`config.mk`:
```
export PLATFORM = sky130hd
export DESIGN_NAME = magic_length_frame_deframer_core_flat
export DESIGN_NICKNAME = d
export VERILOG_FILES = /design/src/hdl/mlfd_pkg.sv /design/src/hdl/mlfd_if.sv /design/src/hdl/mlfd_front.sv /design/src/hdl/mlfd_queue.sv /design/src/hdl/mlfd_back.sv /design/src/hdl/magic_length_frame_deframer_core.sv /design/src/flat_wrapper.sv
export SDC_FILE = /design/constraint.sdc
export NUM_CORES = 1
export LEC_CHECK = 0
export ABC_AREA = 1
export BUFFER_PORTS_ARGS = -buffer_cell sky130_fd_sc_hd__buf_2
export CAP_MARGIN = 5
export CELL_PAD_IN_SITES_DETAIL_PLACEMENT = 2
export CELL_PAD_IN_SITES_GLOBAL_PLACEMENT = 2
export CORE_MARGIN = 2
export CORE_UTILIZATION = 40
export CTS_BUF_LIST = sky130_fd_sc_hd__clkbuf_8
export DETAILED_ROUTE_END_ITERATION = 6
export PLACE_DENSITY = 0.89
export SLEW_MARGIN = 20
export SYNTH_ARGS = -nofsm -noshare
export SYNTH_HDL_FRONTEND = slang
export SYNTH_SLANG_ARGS = --single-unit
```
`constraint.sdc`:
```
create_clock -name clk -period 7.2 [get_ports clk]
set_input_delay 1.08 -clock clk [delete_from_list [all_inputs] [get_ports clk]]
set_output_delay 1.08 -clock clk [all_outputs]
set_load 0.01 [all_outputs]
```
`src/hdl/mlfd_pkg.sv`:
```
// shared types and constants for the magic/length frame deframer
// no dependencies; every other file of the block imports this package

package mlfd_pkg;

  localparam int ByteW     = 8;
  localparam int WordW     = 32;
  localparam int KindW     = 2;
  localparam int HdrBytes  = 12;
  localparam int FillW     = 4;
  localparam int CfgIndexW = 1;

  localparam int QueueDepthDefault = 2;

  localparam logic [WordW-1:0] MagicReset  = 32'h0000_0000;
  localparam logic [WordW-1:0] MaxLenReset = 32'h0001_0000;

  // configuration register indexes
  typedef enum logic [CfgIndexW-1:0] {
    CFG_MAGIC_WORD = 1'b0,
    CFG_MAX_LEN    = 1'b1
  } cfg_index_t;

  // result kinds
  typedef enum logic [KindW-1:0] {
    KIND_BODY     = 2'd0,
    KIND_OVERSIZE = 2'd1,
    KIND_EMPTY    = 2'd2
  } kind_t;

  // one result item as it travels from front to back
  typedef struct packed {
    kind_t            kind;
    logic [ByteW-1:0] body_byte;
    logic [WordW-1:0] frame_request_id;
    logic [WordW-1:0] frame_length;
    logic             first_of_frame;
    logic             last_of_frame;
  } result_t;

endpackage

```
`src/hdl/mlfd_if.sv`:
```
// valid/ready channel interfaces for the received byte and result streams
// depends on mlfd_pkg for field widths

interface mlfd_in_if;
  import mlfd_pkg::*;
  logic             valid;
  logic             ready;
  logic [ByteW-1:0] rx_byte;

  modport source (output valid, output rx_byte, input ready);
  modport sink   (input valid, input rx_byte, output ready);
endinterface

interface mlfd_out_if;
  import mlfd_pkg::*;
  logic             valid;
  logic             ready;
  logic [KindW-1:0] kind;
  logic [ByteW-1:0] body_byte;
  logic [WordW-1:0] frame_request_id;
  logic [WordW-1:0] frame_length;
  logic             first_of_frame;
  logic             last_of_frame;

  modport source (output valid, output kind, output body_byte, output frame_request_id,
                  output frame_length, output first_of_frame, output last_of_frame,
                  input ready);
  modport sink   (input valid, input kind, input body_byte, input frame_request_id,
                  input frame_length, input first_of_frame, input last_of_frame,
                  output ready);
endinterface

```
`src/hdl/mlfd_front.sv`:
```
// front end: takes received bytes, hunts the 12-byte header and tracks the body
// depends on mlfd_pkg; pushes result items into mlfd_queue

module mlfd_front (
  input  logic                       clk,
  input  logic                       rst_n,
  input  logic                       in_valid,
  output logic                       in_ready,
  input  logic [mlfd_pkg::ByteW-1:0] rx_byte,
  input  logic [mlfd_pkg::WordW-1:0] magic_word,
  input  logic [mlfd_pkg::WordW-1:0] max_body_length,
  input  logic                       q_full,
  output logic                       push,
  output mlfd_pkg::result_t          push_data
);
  import mlfd_pkg::*;

  logic [ByteW-1:0] window_r [HdrBytes];
  logic [FillW-1:0] fill_r;
  logic             in_body_r;
  logic [WordW-1:0] left_r;
  logic [WordW-1:0] rid_r;
  logic [WordW-1:0] len_r;

  logic             accept;
  logic             hdr_done;
  logic [WordW-1:0] hdr_magic;
  logic [WordW-1:0] hdr_rid;
  logic [WordW-1:0] hdr_len;
  logic             magic_ok;
  logic             oversize;
  logic             len_zero;

  assign in_ready = ~q_full;
  assign accept   = in_valid & ~q_full;

  // header fields as they stand once the incoming byte completes the window
  assign hdr_done  = ~in_body_r && (fill_r == FillW'(HdrBytes - 1));
  assign hdr_magic = {window_r[4], window_r[3], window_r[2], window_r[1]};
  assign hdr_rid   = {window_r[8], window_r[7], window_r[6], window_r[5]};
  assign hdr_len   = {rx_byte, window_r[11], window_r[10], window_r[9]};
  assign magic_ok  = (hdr_magic == magic_word);
  assign oversize  = (hdr_len > max_body_length);
  assign len_zero  = (hdr_len == '0);

  // classify the byte into a result item, if it makes one
  always_comb begin
    push      = 1'b0;
    push_data = '0;
    if (in_body_r) begin
      push                     = accept;
      push_data.kind           = KIND_BODY;
      push_data.body_byte      = rx_byte;
      push_data.frame_request_id = rid_r;
      push_data.frame_length   = len_r;
      push_data.first_of_frame = (left_r == len_r);
      push_data.last_of_frame  = (left_r == WordW'(1));
    end else if (hdr_done && magic_ok && oversize) begin
      push                       = accept;
      push_data.kind             = KIND_OVERSIZE;
      push_data.frame_request_id = hdr_rid;
      push_data.frame_length     = hdr_len;
    end else if (hdr_done && magic_ok && len_zero) begin
      push                       = accept;
      push_data.kind             = KIND_EMPTY;
      push_data.frame_request_id = hdr_rid;
      push_data.first_of_frame   = 1'b1;
      push_data.last_of_frame    = 1'b1;
    end
  end

  // header window: newest byte enters at the top, oldest falls off the bottom
  always_ff @(posedge clk) begin
    if (accept && ~in_body_r) begin
      for (int i = 0; i < HdrBytes - 1; i++) begin
        window_r[i] <= window_r[i+1];
      end
      window_r[HdrBytes-1] <= rx_byte;
    end
  end

  // hunt / body control
  always_ff @(posedge clk) begin
    if (!rst_n) begin
      fill_r    <= '0;
      in_body_r <= 1'b0;
      left_r    <= '0;
      rid_r     <= '0;
      len_r     <= '0;
    end else if (accept) begin
      if (in_body_r) begin
        left_r <= left_r - WordW'(1);
        if (left_r == WordW'(1)) begin
          in_body_r <= 1'b0;
        end
      end else if (!hdr_done) begin
        fill_r <= fill_r + FillW'(1);
      end else if (magic_ok) begin
        // header taken or rejected: window starts over
        fill_r <= '0;
        if (!oversize) begin
          rid_r <= hdr_rid;
          len_r <= hdr_len;
          if (!len_zero) begin
            in_body_r <= 1'b1;
            left_r    <= hdr_len;
          end
        end
      end
      // magic mismatch: the shift dropped the oldest byte, fill stays at eleven
    end
  end

endmodule

```
`src/hdl/mlfd_queue.sv`:
```
// small result queue between the front end and the output stage
// depends on mlfd_pkg for the result item type

module mlfd_queue #(
  parameter int QUEUE_DEPTH = mlfd_pkg::QueueDepthDefault
) (
  input  logic              clk,
  input  logic              rst_n,
  input  logic              push,
  input  mlfd_pkg::result_t push_data,
  output logic              full,
  input  logic              pop,
  output mlfd_pkg::result_t pop_data,
  output logic              not_empty
);
  import mlfd_pkg::*;

  localparam int PtrW = (QUEUE_DEPTH > 1) ? $clog2(QUEUE_DEPTH) : 1;
  localparam int CntW = $clog2(QUEUE_DEPTH + 1);

  result_t         mem_r [QUEUE_DEPTH];
  logic [PtrW-1:0] wr_ptr_r;
  logic [PtrW-1:0] rd_ptr_r;
  logic [CntW-1:0] count_r;
  logic            do_push;
  logic            do_pop;

  assign full      = (count_r == CntW'(QUEUE_DEPTH));
  assign not_empty = (count_r != '0);
  assign do_push   = push & ~full;
  assign do_pop    = pop & not_empty;
  assign pop_data  = mem_r[rd_ptr_r];

  // storage
  always_ff @(posedge clk) begin
    if (do_push) begin
      mem_r[wr_ptr_r] <= push_data;
    end
  end

  // pointers and occupancy
  always_ff @(posedge clk) begin
    if (!rst_n) begin
      wr_ptr_r <= '0;
      rd_ptr_r <= '0;
      count_r  <= '0;
    end else begin
      if (do_push) begin
        wr_ptr_r <= (wr_ptr_r == PtrW'(QUEUE_DEPTH - 1)) ? '0 : wr_ptr_r + PtrW'(1);
      end
      if (do_pop) begin
        rd_ptr_r <= (rd_ptr_r == PtrW'(QUEUE_DEPTH - 1)) ? '0 : rd_ptr_r + PtrW'(1);
      end
      if (do_push && !do_pop) begin
        count_r <= count_r + CntW'(1);
      end else if (do_pop && !do_push) begin
        count_r <= count_r - CntW'(1);
      end
    end
  end

endmodule

```
`src/hdl/mlfd_back.sv`:
```
// output stage: moves queued result items into the registered result channel
// depends on mlfd_pkg for the result item type

module mlfd_back (
  input  logic                       clk,
  input  logic                       rst_n,
  input  logic                       q_valid,
  input  mlfd_pkg::result_t          q_data,
  output logic                       pop,
  output logic                       out_valid,
  input  logic                       out_ready,
  output logic [mlfd_pkg::KindW-1:0] out_kind,
  output logic [mlfd_pkg::ByteW-1:0] out_body_byte,
  output logic [mlfd_pkg::WordW-1:0] out_frame_request_id,
  output logic [mlfd_pkg::WordW-1:0] out_frame_length,
  output logic                       out_first_of_frame,
  output logic                       out_last_of_frame
);
  import mlfd_pkg::*;

  logic    valid_r;
  result_t data_r;

  // load whenever the register is empty or its transfer completes
  assign pop = q_valid & (~valid_r | out_ready);

  always_ff @(posedge clk) begin
    if (!rst_n) begin
      valid_r <= 1'b0;
    end else if (~valid_r | out_ready) begin
      valid_r <= q_valid;
    end
  end

  always_ff @(posedge clk) begin
    if (pop) begin
      data_r <= q_data;
    end
  end

  assign out_valid            = valid_r;
  assign out_kind             = data_r.kind;
  assign out_body_byte        = data_r.body_byte;
  assign out_frame_request_id = data_r.frame_request_id;
  assign out_frame_length     = data_r.frame_length;
  assign out_first_of_frame   = data_r.first_of_frame;
  assign out_last_of_frame    = data_r.last_of_frame;

endmodule

```
`src/hdl/magic_length_frame_deframer_core.sv`:
```
// Length-prefixed frame deframer with magic-word resync, top level.
//
// in_chan carries one received stream byte per transfer. The block collects a
// 12-byte little-endian header (magic word, request id, body length). On a
// magic mismatch the oldest byte is dropped and the hunt goes on, with no
// result. An accepted header with a nonzero length passes its body bytes out
// one per transfer on out_chan, tagged with request id, length and first/last
// flags; an empty body gives one empty-frame result, an oversize length one
// error result. cfg_we/cfg_index/cfg_wdata write magic_word (index 0) and
// max_body_length (index 1); write them only while the block is idle.
// Throughput: one byte per cycle while the queue is not full, with the
// header compare in the front end combinational. A result is registered
// into the queue, then into the output register, before it shows on out_chan.
// On an out_chan stall the queue (QUEUE_DEPTH, two by default) and output
// register absorb results; in_chan.ready drops until the receiver takes one.
// Reset (rst_n low, synchronous) empties the window, queue and output stage
// and restores the register defaults (magic 0, max length 65536).
// depends on mlfd_pkg, mlfd_if, mlfd_front, mlfd_queue and mlfd_back

module magic_length_frame_deframer_core #(
  parameter int QUEUE_DEPTH = mlfd_pkg::QueueDepthDefault
) (
  input  logic                           clk,
  input  logic                           rst_n,
  mlfd_in_if.sink                        in_chan,
  mlfd_out_if.source                     out_chan,
  input  logic                           cfg_we,
  input  logic [mlfd_pkg::CfgIndexW-1:0] cfg_index,
  input  logic [mlfd_pkg::WordW-1:0]     cfg_wdata
);
  import mlfd_pkg::*;

  logic [WordW-1:0] magic_r;
  logic [WordW-1:0] max_len_r;

  logic    q_full;
  logic    q_not_empty;
  logic    push;
  logic    pop;
  result_t push_data;
  result_t pop_data;

  // configuration registers
  always_ff @(posedge clk) begin
    if (!rst_n) begin
      magic_r   <= MagicReset;
      max_len_r <= MaxLenReset;
    end else if (cfg_we) begin
      case (cfg_index_t'(cfg_index))
        CFG_MAGIC_WORD: magic_r   <= cfg_wdata;
        CFG_MAX_LEN:    max_len_r <= cfg_wdata;
        default: ;
      endcase
    end
  end

  // header hunt and body tracking
  mlfd_front u_front (
    .clk             (clk),
    .rst_n           (rst_n),
    .in_valid        (in_chan.valid),
    .in_ready        (in_chan.ready),
    .rx_byte         (in_chan.rx_byte),
    .magic_word      (magic_r),
    .max_body_length (max_len_r),
    .q_full          (q_full),
    .push            (push),
    .push_data       (push_data)
  );

  // decoupling queue
  mlfd_queue #(
    .QUEUE_DEPTH (QUEUE_DEPTH)
  ) u_queue (
    .clk       (clk),
    .rst_n     (rst_n),
    .push      (push),
    .push_data (push_data),
    .full      (q_full),
    .pop       (pop),
    .pop_data  (pop_data),
    .not_empty (q_not_empty)
  );

  // registered result channel
  mlfd_back u_back (
    .clk                  (clk),
    .rst_n                (rst_n),
    .q_valid              (q_not_empty),
    .q_data               (pop_data),
    .pop                  (pop),
    .out_valid            (out_chan.valid),
    .out_ready            (out_chan.ready),
    .out_kind             (out_chan.kind),
    .out_body_byte        (out_chan.body_byte),
    .out_frame_request_id (out_chan.frame_request_id),
    .out_frame_length     (out_chan.frame_length),
    .out_first_of_frame   (out_chan.first_of_frame),
    .out_last_of_frame    (out_chan.last_of_frame)
  );

endmodule

```
`src/flat_wrapper.sv`:
```
// flat-port wrapper written by rule: the top's interface ports become plain ports
module magic_length_frame_deframer_core_flat import mlfd_pkg::*;
#(
  parameter int QUEUE_DEPTH = mlfd_pkg::QueueDepthDefault
)
  (clk, rst_n, cfg_we, cfg_index, cfg_wdata, in_chan_valid, in_chan_rx_byte, in_chan_ready, out_chan_valid, out_chan_kind, out_chan_body_byte, out_chan_frame_request_id, out_chan_frame_length, out_chan_first_of_frame, out_chan_last_of_frame, out_chan_ready);
  mlfd_in_if in_chan_i ();
  mlfd_out_if out_chan_i ();
  input  logic clk;
  input  logic rst_n;
  input  logic cfg_we;
  input  logic [mlfd_pkg::CfgIndexW-1:0] cfg_index;
  input  logic [mlfd_pkg::WordW-1:0] cfg_wdata;
  input wire logic [$bits(in_chan_i.valid)-1:0] in_chan_valid;
  input wire logic [$bits(in_chan_i.rx_byte)-1:0] in_chan_rx_byte;
  output wire logic [$bits(in_chan_i.ready)-1:0] in_chan_ready;
  output wire logic [$bits(out_chan_i.valid)-1:0] out_chan_valid;
  output wire logic [$bits(out_chan_i.kind)-1:0] out_chan_kind;
  output wire logic [$bits(out_chan_i.body_byte)-1:0] out_chan_body_byte;
  output wire logic [$bits(out_chan_i.frame_request_id)-1:0] out_chan_frame_request_id;
  output wire logic [$bits(out_chan_i.frame_length)-1:0] out_chan_frame_length;
  output wire logic [$bits(out_chan_i.first_of_frame)-1:0] out_chan_first_of_frame;
  output wire logic [$bits(out_chan_i.last_of_frame)-1:0] out_chan_last_of_frame;
  input wire logic [$bits(out_chan_i.ready)-1:0] out_chan_ready;
  assign in_chan_i.valid = in_chan_valid;
  assign in_chan_i.rx_byte = in_chan_rx_byte;
  assign in_chan_ready = in_chan_i.ready;
  assign out_chan_valid = out_chan_i.valid;
  assign out_chan_kind = out_chan_i.kind;
  assign out_chan_body_byte = out_chan_i.body_byte;
  assign out_chan_frame_request_id = out_chan_i.frame_request_id;
  assign out_chan_frame_length = out_chan_i.frame_length;
  assign out_chan_first_of_frame = out_chan_i.first_of_frame;
  assign out_chan_last_of_frame = out_chan_i.last_of_frame;
  assign out_chan_i.ready = out_chan_ready;
  magic_length_frame_deframer_core #(.QUEUE_DEPTH(QUEUE_DEPTH)) u_core (.clk(clk), .rst_n(rst_n), .in_chan(in_chan_i), .out_chan(out_chan_i), .cfg_we(cfg_we), .cfg_index(cfg_index), .cfg_wdata(cfg_wdata));
endmodule
```
# Word level (Yosys, flattened, before mapping)
# Memory sizes are Yosys's and may differ from the RTL's. A register that Yosys moved wholly into a read port is not among the register bits.
# Cells that the tools add are included.
# Widths: inputs -> output; s select.
classes:
  addsub: 6
  order_cmp: 1
  eq_ne: 8
  mux: 34
  bitwise: 10
  n_reduce_logical: 19
ops:
  columns: ["operator", "n"]
  rows:
  - ["$mux 32", 8]
  - ["$mux 66", 1]
  - ["$eq 32x32->1", 2]
  - ["$eq 32x1->1 const B", 1]
  - ["$gt 32x32->1", 1]
  - ["$logic_not 32->1", 1]
  - ["$sub 32x1->32 const B", 1]
  - ["$mux 1", 15]
  - ["$mux 2", 7]
  - ["$reduce_and 5->1", 2]
  - ["$mux 4", 2]
  - ["$mux 8", 1]
  - ["$reduce_bool 2->1", 4]
  - ["$logic_and 1x1->1", 7]
  - ["$not 1->1", 5]
  - ["$add 4x1->4 const B", 1]
  - ["$and 1x1->1", 4]
  - ["$eq 4x4->1 const B", 1]
  - ["$ne 2x2->1 const B", 2]
  - ["$reduce_and 2->1", 2]
  - ["$reduce_and 3->1", 1]
  - ["$add 1x1->1 const B", 2]
  - ["$add 2x1->2 const B", 1]
  - ["$eq 2x2->1 const B", 1]
  - ["4 further kinds", 5]
word_totals:
  register_bits: 170
  mem_bits_rw: 248
  in_bits: 46
  out_inout_bits: 78
  word_cells: 91
  memories: 2
memory_table:
  columns: ["memory", "words", "word_bits", "rd", "rd_ports_with_merged_regs", "write_ports", "line", "rtl"]
  rows:
  - ["u_core.u_queue.mem_r", 2, 76, 1, 1, 1, "mlfd_queue.sv:21", "result_t mem_r [QUEUE_DEPTH];"]
  - ["u_core.u_front.window_r", 12, 8, 11, 0, 12, "mlfd_front.sv:18", "logic [ByteW-1:0] window_r [HdrBytes];"]

# Depth between registers and ports, before layout
# Gate-level depths: netlist of run 1.
logic_depth:
  ltp_word: 12
  mapped_depth: 22
  depth_no_buf: 22

# Cells and area by module
# A second synthesis of run 1 with hierarchy kept.
hier_totals:
  hier_cells: 2103
  area_unflattened_um2: 21076.5
by_module_without_submodules:
  columns: ["mod", "instances", "cells_each", "area_each_um2", "seq_area_each_um2"]
  rows:
  - ["mlfd_front", 1, 1399, 10373.7, 4664.5]
  - ["mlfd_queue", 1, 273, 5879.4, 4664.5]
  - ["magic_length_frame_deframer_core", 1, 348, 2489.9, 1281.2]
  - ["mlfd_back", 1, 83, 2333.5, 2302.2]

# Worst setup path before layout of run 1
# OpenSTA, ideal clock, no wires.
synth_timing:
  path_kind: "input to register"
  start: "input port out_chan_ready"
  end: "register u_core.u_queue.count_r[1]"
  setup_ns: 0.122
  arrival_time_ns: 5.949
  required_ns: 7.078
  setup_slack_ns: 1.129
  cell_stages: 8
  path_buffers: 0
  path_cell_list: "nor2_1 a21oi_1 inv_1 ha_1 a21oi_1 o21ai_0 o21ai_0 a21oi_1"
synth_between:
  elab_chain_cells: 6
  elab_cells_between_ends: 8
  cone_classes: "mux (1); bitwise (3); reduce/logical (4)"
synth_lines:
  columns: ["element", "line", "rtl"]
  rows:
  - ["start: declaration", "flat_wrapper.sv:24", "input wire logic [$bits(out_chan_i.ready)-1:0] out_chan_ready;"]
  - ["$or 1x1->1 *", "mlfd_back.sv:25", "assign pop = q_valid & (~valid_r | out_ready);"]
  - ["$and 1x1->1 *", "mlfd_back.sv:25", null]
  - ["net u_core.pop", "magic_length_frame_deframer_core.sv:39", "logic pop;"]
  - ["$and 1x1->1 *", "mlfd_queue.sv:31", "assign do_pop = pop & not_empty;"]
  - ["$logic_not 1->1", "mlfd_queue.sv:54", "if (do_push && !do_pop) begin"]
  - ["$logic_and 1x1->1", "mlfd_queue.sv:54", null]
  - ["$mux 2 or $reduce_bool 2->1 (tied branches)", null, null]
  - ["end signal: assignment", "mlfd_queue.sv:55", "count_r <= count_r + CntW'(1);"]
  - ["end signal: assignment", "mlfd_queue.sv:57", "count_r <= count_r - CntW'(1);"]
  - ["end: declaration", "mlfd_queue.sv:24", "logic [CntW-1:0] count_r;"]
# Mark *: on every way through the listed nets, which the timed path passes. The rest lies on a longest branch.
# A chain may end at the register's enable or synchronous reset.

==> results of run 1 <==
registers in the layout, summed over array words and instances (netlist names):
register,count
u_core.u_queue.mem_r,152
u_core.u_front.window_r,88
u_core.magic_r,32
u_core.max_len_r,32
u_core.u_back.out_frame_length,32
u_core.u_back.out_frame_request_id,32
u_core.u_front.left_r,32
u_core.u_front.len_r,32
u_core.u_front.rid_r,32
u_core.u_back.out_body_byte,8
u_core.u_front.fill_r,4
u_core.u_back.out_kind,2
u_core.u_queue.count_r,2
u_core.u_back.out_first_of_frame,1
u_core.u_back.out_last_of_frame,1
u_core.u_back.out_valid,1
u_core.u_front.in_body_r,1
u_core.u_queue.rd_ptr_r,1
u_core.u_queue.wr_ptr_r,1
metrics by stage:
stage | hold slack [ns] | power [mW]
4_1_cts | 0.480 | 7.37
3_5_place_dp | 0.467 | 4.78
5_1_grt | 0.484 | 7.58
6_report | 0.477 | 7.33
3_3_place_gp | 0.450 | 4.64
2_1_floorplan | 0.433 | 4.24
layout by cell type (no fill, tap or decap), drive strengths merged, types with 11 or more instances in the layout:
cell type,instances
a21oi,108
buf,141
clkbuf,93
clkinv,20
dfxtp,170
edfxtp,316
ha,36
inv,196
nand2,535
nand3,89
nand4,11
nor2,302
nor3,11
o21ai,195
o22ai,24
xnor2,28
xor2,15
power by group through the flow:
stage	registers, mW	clock network, mW	logic, mW
finish	3.66	2.52	1.15
floorplan	3.73	0	0.512
global route	3.68	2.66	1.24
CTS	3.66	2.55	1.16
global placement	3.65	0	0.984
detailed placement	3.69	0	1.09
layer usage:
| metal | up-vias | routed length [um] | GRT usage |
|---|---|---|---|
| met5 | - | 13 | 0 |
| met4 | 2 | 3260 | 0.119 |
| met3 | 242 | 6300 | 0.0811 |
| met2 | 828 | 41700 | 0.548 |
| met1 | 8828 | 33300 | 0.384 |
| li1 | 7335 | - | - |
cell type report:
class                   instances  area, um2
inverters                     155        582
fillers                      5271      27100
well taps                     672        841
clock buffers                  93       1280
multi-input cells            1383       6510
flip-flops and latches        486      12900
clock inverters                63        287
repair buffers                141        766
diodes                          3       7.51
worst paths after layout:
kind	end	from	slack [ns]
worst max register to register	u_core.u_queue.mem_r[0][61]	u_core.u_front.window_r[2][23]	2.72
worst max-delay path	u_core.u_queue.mem_r[0][61]	u_core.u_front.window_r[2][23]	2.72
worst min register to register	u_core.u_front.window_r[0][15]	u_core.u_front.window_r[0][23]	0.48
worst min-delay path	u_core.u_front.window_r[0][15]	u_core.u_front.window_r[0][23]	0.48
kinds of logic (layout without fill, tap and decap cells):
logic type               after synthesis  in the layout  share of synthesized area
flip-flops                           486            486                      0.632
buffers and inverters                252            452                     0.0509
adder cells (fa/ha/maj)               36             36                     0.0221
AO/OA/AOI/OAI                        340            340                     0.0870
XOR/XNOR                              43             43                     0.0185
AND/OR/NAND/NOR                      964            964                      0.190
other                                  0              3                          0
worst reg2reg max path, stage by stage, from the launching register on:
cell and delay, ns:
edfxtp_1 0.62, ha_1 0.43, nand2_1 0.11, nor3_1 0.50, nand2_1 0.12, nand2_1 0.13
nand2_1 0.10, nand2_2 0.13, nand3_1 0.09, buf_4 0.27, nand2_1 0.21, nand2_1 0.15
nor2_4 0.87, buf_12 0.37
==> summary.txt, run 1 <==
Run status
  • Status: finished, final reports clean

Power and ir drop
  • Total power density per cell area: 316 nW/um2
  • Leakage: 9.90 nW
  • Sw frac: 0.328
  • Seq pwr share: 0.500
  • Peak VDD IR: 195 uV
  • Switching power total: 2.40 mW
  • Comb pwr share: 0.156
  • Clock Power Share: 0.344
  • Int Pwr: 4.93 mW

Timing
  • Count of pins over their slew limit: 0
  • RSZ-0062 raised after global routing: no
  • Setup violators final: 0
  • Final period util: 0.622
  • Worst Skew: 0.0623 ns
  • TNS Setup: 0 ns
  • Slew @ Worst Pin: 1.10 ns
  • Max_slew headroom: 0.262
  • Fin crit period: 4.48 ns
  • Final worst setup slack: 2.72 ns
  • Final hold violations: 0
  • Fmax: 223 MHz

Placed design
  • PortBufs: 123
  • Placed inst area: 21600 um2
  • Post-DP HPWL: 50400 um
  • Post-Place Setup Slack: 2.65 ns
  • Placed insts: 2837
  • GP Congestion: 0.845

Clock network
  • CTS tree: done
  • Root buffer cell: clkbuf_8
  • CTS-repair resized insts: 0
  • Clk sink count: 486
  • # hold bufs at CTS: 0
  • Clock Pin Slew Worst Setup and Hold Paths: 0.06 ns
  • Worst skew pair latency: 0.72 ns
  • H-tree levels: 3
  • Longest Clk Path Bufs: 3
  • Setup Fix Bufs, Post-CTS: 0
  • Total CTS buffers: 84

Synth
  • Largest cells by area after synthesis: edfxtp_1 46%, dfxtp_1 17%, nand2_1 9.8%, nor2_1 5.4%, o21ai_0 4.1%
  • Gate Count Post-Synth: 2121
  • Top FF cell, synth: edfxtp_1
  • Yosys top cell area share: 0.465
  • Syn Area/Cell: 9.62 um2
  • Synth area leader: edfxtp_1
  • Post-synthesis cell type count: 39
  • Most numerous cell in the Yosys netlist: nand2_1
  • Syn Std Cell Area: 20400 um2
  • EDFF count, synth: 316
  • Post-synthesis sequential area ratio: 0.632
  • Warnings, synthesis: 0
  • Syn Nets: 2203
  • Post-synth ARST share: 0
  • Synth cell count leaders: 532 x nand2_1, 316 x edfxtp_1, 296 x nor2_1, 170 x dfxtp_1, 168 x o21ai_0
  • Seq cells post-synth: 486

Min path
  • Hold Path Class: reg2reg
  • Worst hold stages: 0

Final layout
  • Share of layout cells above drive strength 1: 0.120
  • Final nets: 2333
  • Core Util, Final: 0.461
  • Post-layout instance area: 23200 um2
  • Finished Layout Cells: 2996
  • Layout overhead on the synthesized area: 13.5%

GRT
  • Global route overflow: 0
  • GRT Overall Usage: 0.319
  • Pin count of the biggest net entering global routing: 90
  • Initial antenna violation count: 4
  • Global-route wire length before repair: 125000 um
  • Vias in the first global route: 18.9k

Floorplan
  • Overall die height: 230 um
  • Die W: 230 um
  • I/O pins: 124
  • Row cnt: 82
  • Core ar.: 50300 um2
  • Starting Density: 0.406
  • Die Footprint: 52900 um2

Setup path
  • WP data required: 7.57 ns
  • CP Max Fanout: 45
  • Stages on the worst setup path: 13
  • Crit path largest cell delay: 0.87 ns
  • CP most frequent cell: nand2_1
  • CP endpoint kind: register
  • Critical path launch point type: register
  • CP top delay family: simple AND/OR/NAND/NOR gates
  • Slowest cell on crit path: nor2_4
  • Critical Path AT: 4.84 ns
  • R2R cell count: 13
  • CP Class: reg2reg
  • WP buf/inv: 2
  • Crit-path cells: ha_1 -> nand2_1 -> nor3_1 -> nand2_1 -> nand2_1 -> nand2_1 -> nand2_2 -> nand3_1 -> buf_4 -> nand2_1 -> nand2_1 -> nor2_4 -> buf_12

Detailed routing
  • Vias: 17.2k
  • Per-cell routed wire length: 28.2 um
  • DRT Pass-1 Iters: 5
  • Initial drt markers: 1477
  • # DRC: 0
  • Final wirelength: 84600 um
  • Via density per instance: 5.75
  • Routed Antenna Nets: 0

Run
  • Max Cap Viol: 0
Note: power is estimated with default switching activity, not from simulation.
==> run 2, diff against run 1 <==
--- a/config.mk
+++ b/config.mk
@@ -5,13 +5,13 @@
 export SDC_FILE = /design/constraint.sdc
 export NUM_CORES = 1
 export LEC_CHECK = 0
-export ABC_AREA = 1
+export ABC_AREA = 0
 export BUFFER_PORTS_ARGS = -buffer_cell sky130_fd_sc_hd__buf_2
 export CAP_MARGIN = 5
 export CELL_PAD_IN_SITES_DETAIL_PLACEMENT = 2
 export CELL_PAD_IN_SITES_GLOBAL_PLACEMENT = 2
 export CORE_MARGIN = 2
-export CORE_UTILIZATION = 40
+export CORE_UTILIZATION = 44
 export CTS_BUF_LIST = sky130_fd_sc_hd__clkbuf_8
 export DETAILED_ROUTE_END_ITERATION = 6
 export PLACE_DENSITY = 0.89
==> constraint.sdc (replaced) <==
create_clock -name clk -period 4.6 [get_ports clk]
set_input_delay 0.69 -clock clk [delete_from_list [all_inputs] [get_ports clk]]
set_output_delay 0.69 -clock clk [all_outputs]
set_load 0.01 [all_outputs]
==> run 2 against run 1 <==
Against the previous run:
- global-route usage rose by 2.0 points
- sequential power is 60% higher
- utilization up 5.0 points
- register-to-register slack worse by 2.6 ns
- design area fell by 2.5%
- clock-buffer cell count shrank 2
- cell count fell by 23%
- critical path type unchanged
==> summary.txt, run 2 <==
Run status
  • Status: finished, final reports clean

Final layout
  • Biggest register: u_core.u_queue.mem_r
  • Top Registers: u_core.u_queue.mem_r x152, u_core.u_front.window_r x88
  • Max reg flops: 152
  • # fillers: 4109
  • Most frequent cells in the layout: 316 x edfxtp_1, 168 x dfxtp_1, 158 x nand2_1
  • Layout overhead on the synthesized area: 14.5%
  • Core Util, Final: 0.511
  • Final nets: 1732
  • Share of layout cells above drive strength 1: 0.218
  • Commonest non-fill, non-tap cell in the layout: edfxtp_1

Synth
  • Warnings, synthesis: 0
  • Post-synthesis cell type count: 67
  • Largest cells by area after synthesis: edfxtp_1 48%, dfxtp_1 17%, mux2_2 4.4%, mux2i_1 3.4%, nand2_1 3.0%
  • Syn Nets: 1585
  • Synth area leader: edfxtp_1
  • Syn Area/Cell: 13.1 um2
  • Synth cell count leaders: 316 x edfxtp_1, 170 x dfxtp_1, 159 x nand2_1, 99 x a21oi_1, 87 x nor2_1
  • Syn Std Cell Area: 19700 um2
  • Top FF cell, synth: edfxtp_1
  • Post-synthesis sequential area ratio: 0.654
  • EDFF count, synth: 316
  • Gate Count Post-Synth: 1503
  • Post-synth ARST share: 0
  • Most numerous cell in the Yosys netlist: edfxtp_1
  • Seq cells post-synth: 486
  • Yosys top cell area share: 0.481

GRT
  • Pin count of the biggest net entering global routing: 85
  • GRT Overall Usage: 0.338
  • Global route overflow: 0
  • Global-route wire length before repair: 114000 um
  • Initial antenna violation count: 8
  • Vias in the first global route: 15.9k

Power and ir drop
  • Total power density per cell area: 510 nW/um2
  • Peak VDD IR: 308 uV
  • Leakage: 7.64 nW

Clock network
  • # hold bufs at CTS: 0
  • Root buffer cell: clkbuf_8
  • CTS tree: done
  • Longest Clk Path Bufs: 3
  • Setup Fix Bufs, Post-CTS: 0
  • Total CTS buffers: 80
  • Worst skew pair latency: 0.72 ns
  • Clock Pin Slew Worst Setup and Hold Paths: 0.08 ns
  • H-tree levels: 3
  • Clk sink count: 486

Setup path
  • CP Class: reg2reg
  • Critical path launch point type: register
  • CP endpoint kind: register
  • CP Max Fanout: 6
  • Critical Path AT: 5.05 ns
  • WP data required: 5.20 ns
  • R2R cell count: 10

Timing
  • Max_slew headroom: 0.206
  • Fmax: 225 MHz
  • Setup violators final: 0
  • Slew @ Worst Pin: 1.18 ns
  • Final worst setup slack: 0.149 ns
  • Count of pins over their slew limit: 0
  • RSZ-0062 raised after global routing: no
  • Final period util: 0.968
  • Final hold violations: 0
  • Fin crit period: 4.45 ns
  • TNS Setup: 0 ns
  • Worst Skew: 0.0495 ns

Detailed routing
  • Vias: 15.5k
  • DRT Pass-1 Iters: 5
  • Routed Antenna Nets: 0
  • Per-cell routed wire length: 37.8 um
  • Via density per instance: 6.71
  • # DRC: 0
  • Initial drt markers: 2113
  • Final wirelength: 87500 um

Run
  • Max Cap Viol: 0

Placed design
  • GP Congestion: 0.902
  • Post-DP HPWL: 44700 um
  • PortBufs: 123
  • Post-Place Setup Slack: 0.682 ns

Floorplan
  • Starting Density: 0.446
  • Overall die height: 216 um
  • Row cnt: 77
  • Die Footprint: 46500 um2
  • I/O pins: 124
  • Core ar.: 44200 um2
  • Die W: 216 um

Min path
  • Hold Path Class: in2reg
  • Worst hold stages: 3
## run 2: cell count changes after synthesis, moves of 16 or more
cell and delta:
mux2i_1 +67, a22o_1 +64, nand3_1 -77, nand2_1 -373, nor2_1 -209, o21ai_0 -151, mux2_2 +77, nor4_1 +22
nand4_1 +16, inv_1 -111, o21ai_1 -26, xor2_1 +16
## run 2: metrics by stage
stage | area (um2) | power (mW) | cells | hold WS (ns)
floorplan | 19700 | 6.51 | 1503 | 0.436
global placement | 21000 | 7.15 | 2159 | 0.446
detailed placement | 21000 | 7.34 | 2159 | 0.458
CTS | 22500 | 11.3 | 2308 | 0.224
global route | 22600 | 11.8 | 2310 | 0.265
finish | 22600 | 11.5 | 2314 | 0.261
## run 2: cell type report
type                    instances  area (um2)  area share
flip-flops and latches        486       12900       0.571
multi-input cells             895        6360       0.282
clock buffers                  91        1250      0.0555
repair buffers                149         881      0.0390
well taps                     592         741      0.0328
clock inverters                58         290      0.0129
inverters                      38         145     0.00643
diodes                          5        12.5    0.000554
## run 2: cell families after synthesis
| logic type | share of synthesized area |
|---|---|
| flip-flops | 0.654 |
| buffers and inverters | 0.0261 |
| AO/OA/AOI/OAI | 0.0938 |
| multiplexers | 0.0780 |
| AND/OR/NAND/NOR | 0.0950 |
| adder cells (fa/ha/maj) | 0.0228 |
| XOR/XNOR | 0.0306 |
## run 2: critical path: stages (launching register included)
cell and delay [ns]:
edfxtp_1 0.70, ha_1 0.52, nand4_1 0.23, nor4_1 0.68
a22oi_2 0.35, nor4_1 0.71, nor2_1 0.21, ha_1 0.28
xor2_1 0.16, or3_1 0.33, a21oi_1 0.17
## run 2: path summary, 6_finish.rpt
path         slack (ns)                        end                      startpoint
min                0.26          u_core.magic_r[1]                    cfg_wdata[1]
max                0.15  u_core.u_queue.count_r[1]  u_core.u_front.window_r[2][31]
min reg2reg        0.46       u_core.max_len_r[18]            u_core.max_len_r[18]
max reg2reg        0.15  u_core.u_queue.count_r[1]  u_core.u_front.window_r[2][31]
## run 2: layer usage
metal / GRT usage / up-vias / wire (um)
met5: 0 / - / 24
met4: 0.180 / 4 / 6690
met3: 0.0671 / 468 / 7990
met2: 0.584 / 1300 / 42000
met1: 0.398 / 7853 / 30800
li1: - / 5897 / -
## run 2: report_power, final
| part | internal, mW | total (mW) | switching, mW |
|---|---|---|---|
| clock network | 1.89 | 4.04 | 2.15 |
| logic | 0.521 | 1.64 | 1.12 |
| registers | 5.32 | 5.84 | 0.520 |
## run 2: timing repair
item | 4_1_cts | 5_1_grt
gates resized for setup | 0 | 1
hold endpoints to repair | 0 | 0
setup endpoints to repair | 0 | 8
==> run 3, diff against run 2 <==
--- a/config.mk
+++ b/config.mk
@@ -11,11 +11,12 @@
 export CELL_PAD_IN_SITES_DETAIL_PLACEMENT = 2
 export CELL_PAD_IN_SITES_GLOBAL_PLACEMENT = 2
 export CORE_MARGIN = 2
-export CORE_UTILIZATION = 44
+export CORE_UTILIZATION = 45
 export CTS_BUF_LIST = sky130_fd_sc_hd__clkbuf_8
 export DETAILED_ROUTE_END_ITERATION = 6
-export PLACE_DENSITY = 0.89
+export PLACE_DENSITY = 0.9
 export SLEW_MARGIN = 20
 export SYNTH_ARGS = -nofsm -noshare
 export SYNTH_HDL_FRONTEND = slang
+export SYNTH_HIERARCHICAL = 1
 export SYNTH_SLANG_ARGS = --single-unit
==> run 3 against run 2 <==
Against the previous run:
- the flow now finishes with violations (negative setup slack)
- sequential cell count rose by 1
- total power fell by 19%
- design area rose by 1.2%
- utilization rose by 0.86 points
- critical path type unchanged
- critical endpoint is now u_core/u_queue/count_r[1]
- highest routed layer unchanged
==> summary.txt, run 3 <==
Run status
  • Status: finished with violations
  • Failing checks: negative setup slack

Synth
  • Yosys top cell area share: 0.474
  • Most numerous cell in the Yosys netlist: edfxtp_1
  • Post-synthesis sequential area ratio: 0.645
  • Seq cells post-synth: 487
  • Synth area leader: edfxtp_1
  • XOR/XNOR share of the synthesized area: 0.0302
  • Largest family of logic cells by synthesized area: multiplexers
  • Synth Area in Simple Gates: 0.0885
  • Adder-cell share of the synthesized area: 0.0225
  • EDFF count, synth: 316
  • Post-synthesis compound-gate area fraction: 0.0709
  • Synth cell count leaders: 316 x edfxtp_1, 171 x dfxtp_1, 136 x mux2i_1, 136 x nand2_1, 92 x nor2_1
  • Syn Std Cell Area: 20000 um2
  • Syn Nets: 1568
  • Post-synthesis mux area share: 0.111
  • Warnings, synthesis: 6
  • Gate Count Post-Synth: 1486
  • Syn Area/Cell: 13.5 um2
  • Largest cells by area after synthesis: edfxtp_1 47%, dfxtp_1 17%, mux2i_1 6.8%, a22o_1 2.8%, xnor2_1 2.8%
  • Top FF cell, synth: edfxtp_1
  • Post-synthesis cell type count: 71
  • Post-synth ARST share: 0

Floorplan
  • Overall die height: 215 um
  • I/O pins: 124
  • Core ar.: 44000 um2
  • Die W: 215 um
  • Die Footprint: 46200 um2
  • Starting Density: 0.454
  • Row cnt: 77

Clock network
  • Root buffer cell: clkbuf_8
  • Worst skew pair latency: 0.72 ns
  • # hold bufs at CTS: 0
  • Longest Clk Path Bufs: 3
  • Total CTS buffers: 80
  • Setup Fix Bufs, Post-CTS: 0
  • CTS tree: done
  • Clk sink count: 487
  • H-tree levels: 3
  • CTS-repair resized insts: 0
  • Clock Pin Slew Worst Setup and Hold Paths: 0.08 ns

GRT
  • Global route overflow: 0
  • Vias in the first global route: 16.1k
  • Initial antenna violation count: 6
  • Global-route wire length before repair: 121000 um
  • GRT Overall Usage: 0.360
  • Pin count of the biggest net entering global routing: 83

Detailed routing
  • Final wirelength: 92900 um
  • Per-cell routed wire length: 40.2 um
  • Initial drt markers: 2276
  • # DRC: 0
  • Routed Antenna Nets: 0
  • Vias: 15.4k
  • Via density per instance: 6.66
  • DRT Pass-1 Iters: 5

Timing
  • Fmax: 210 MHz
  • Count of pins over their slew limit: 0
  • Slew @ Worst Pin: 1.25 ns
  • TNS Setup: -0.205 ns
  • Max_slew headroom: 0.166
  • Fin crit period: 4.77 ns
  • Setup violators final: 12
  • Final period util: 1.04
  • Worst Skew: 0.0832 ns
  • Final hold violations: 0
  • Final worst setup slack: -0.169 ns

Setup path
  • Worst r2r dst: u_core/u_queue/count_r[1]
  • CP Max Fanout: 6
  • WP data required: 5.17 ns
  • Setup slack, reg-to-reg: -0.17 ns
  • CP endpoint kind: register
  • CP Class: reg2reg
  • RR Startpoint: u_core/u_front/window_r[2][23]
  • R2R cell count: 13
  • Critical path launch point type: register
  • Critical Path AT: 5.34 ns

Placed design
  • Post-Place Setup Slack: 0.414 ns
  • PortBufs: 123
  • GP Congestion: 0.854
  • Post-DP HPWL: 48600 um

Min path
  • Hold Path Class: in2reg
  • Worst hold stages: 3
  • Hold path startpoint: cfg_wdata[16]
  • Hold endpoint: u_core/magic_r[16]

Run
  • Max Cap Viol: 0

Final layout
  • Layout overhead on the synthesized area: 14.3%
  • Top Registers: u_core/u_queue/mem_r x152, u_core/u_front/window_r x88
  • Share of layout cells above drive strength 1: 0.199
  • Max reg flops: 152
  • Biggest register: u_core/u_queue/mem_r
  • Most frequent cells in the layout: 316 x edfxtp_1, 169 x dfxtp_1, 136 x nand2_1, 136 x mux2i_1, 122 x buf_2
  • Final nets: 1724
  • Commonest non-fill, non-tap cell in the layout: edfxtp_1

Power and ir drop
  • Peak VDD IR: 357 uV
  • Leakage: 8.55 nW
  • Total power density per cell area: 409 nW/um2
-- run 3: metrics by stage --
stage	instance area [um2]	utilization	std cells	power (mW)	hold WS (ns)
after floorplan	20100	-	1486	5.04	0.435
after global placement	21300	0.483	2152	5.16	0.449
after detailed placement	21300	0.483	2152	5.21	0.455
after CTS	22800	0.519	2302	9.12	0.276
after global routing	22800	0.519	2304	9.52	0.311
final	22900	0.519	2310	9.36	0.299
-- run 3: logic make-up after synthesis --
kind of cell | count (synthesis)
flip-flops | 487
AND/OR/NAND/NOR | 361
multiplexers | 212
AO/OA/AOI/OAI | 199
buffers and inverters | 122
XOR/XNOR | 69
adder cells (fa/ha/maj) | 36
-- run 3: how the worst max path moves through the flow --
stage | startpoint | end | depth (start not counted)
final | u_core/u_front/window_r[2][23] | u_core/u_queue/count_r[1] | 13
after global routing | u_core/u_front/window_r[2][23] | u_core/u_queue/count_r[1] | 13
after CTS | u_core/u_front/window_r[2][23] | u_core/u_queue/count_r[1] | 12
after detailed placement | in_chan_rx_byte[7] | u_core/u_queue/mem_r[1][50] | 11
after global placement | in_chan_rx_byte[0] | u_core/u_queue/mem_r[1][50] | 11
after floorplan | in_chan_rx_byte[2] | u_core/u_queue/mem_r[0][0] | 11
-- run 3: worst max-delay path, cell delays in order (launching register included) --
cell and delay (ns):
edfxtp_1 0.61, ha_1 0.43, nand4_1 0.25, nor4_1 0.99
a22oi_1 0.45, nor2_2 0.34, a21oi_2 0.13, o21a_1 0.27
inv_2 0.14, nor2_1 0.08, ha_1 0.23, xor2_1 0.17
or3_1 0.33, a21boi_1 0.20
-- run 3: report_power, final --
part	total [mW]	switching (mW)	internal (mW)
combinational	0.383	0.262	0.121
clock	4.17	2.25	1.92
sequential	4.81	0.111	4.69
total	9.36	2.62	6.73
-- run 3: layout make-up --
| type | instances | area [um2] |
|---|---|---|
| Timing Repair Buffer | 152 | 877 |
| Clock inverter | 54 | 249 |
| Inverter | 44 | 165 |
| Antenna cell | 8 | 20.0 |
| Sequential cell | 487 | 12900 |
| Fill cell | 4045 | 21200 |
| Tap cell | 592 | 741 |
| Multi-Input combinational cell | 877 | 6570 |
| Clock buffer | 96 | 1320 |
-- run 3: per-layer routing --
metal,wire length [um],part of all wire,GRT usage
met5,41,0.00044,0
met4,6820,0.073,0.198
met3,9580,0.10,0.0865
met2,43500,0.47,0.602
met1,32900,0.35,0.427
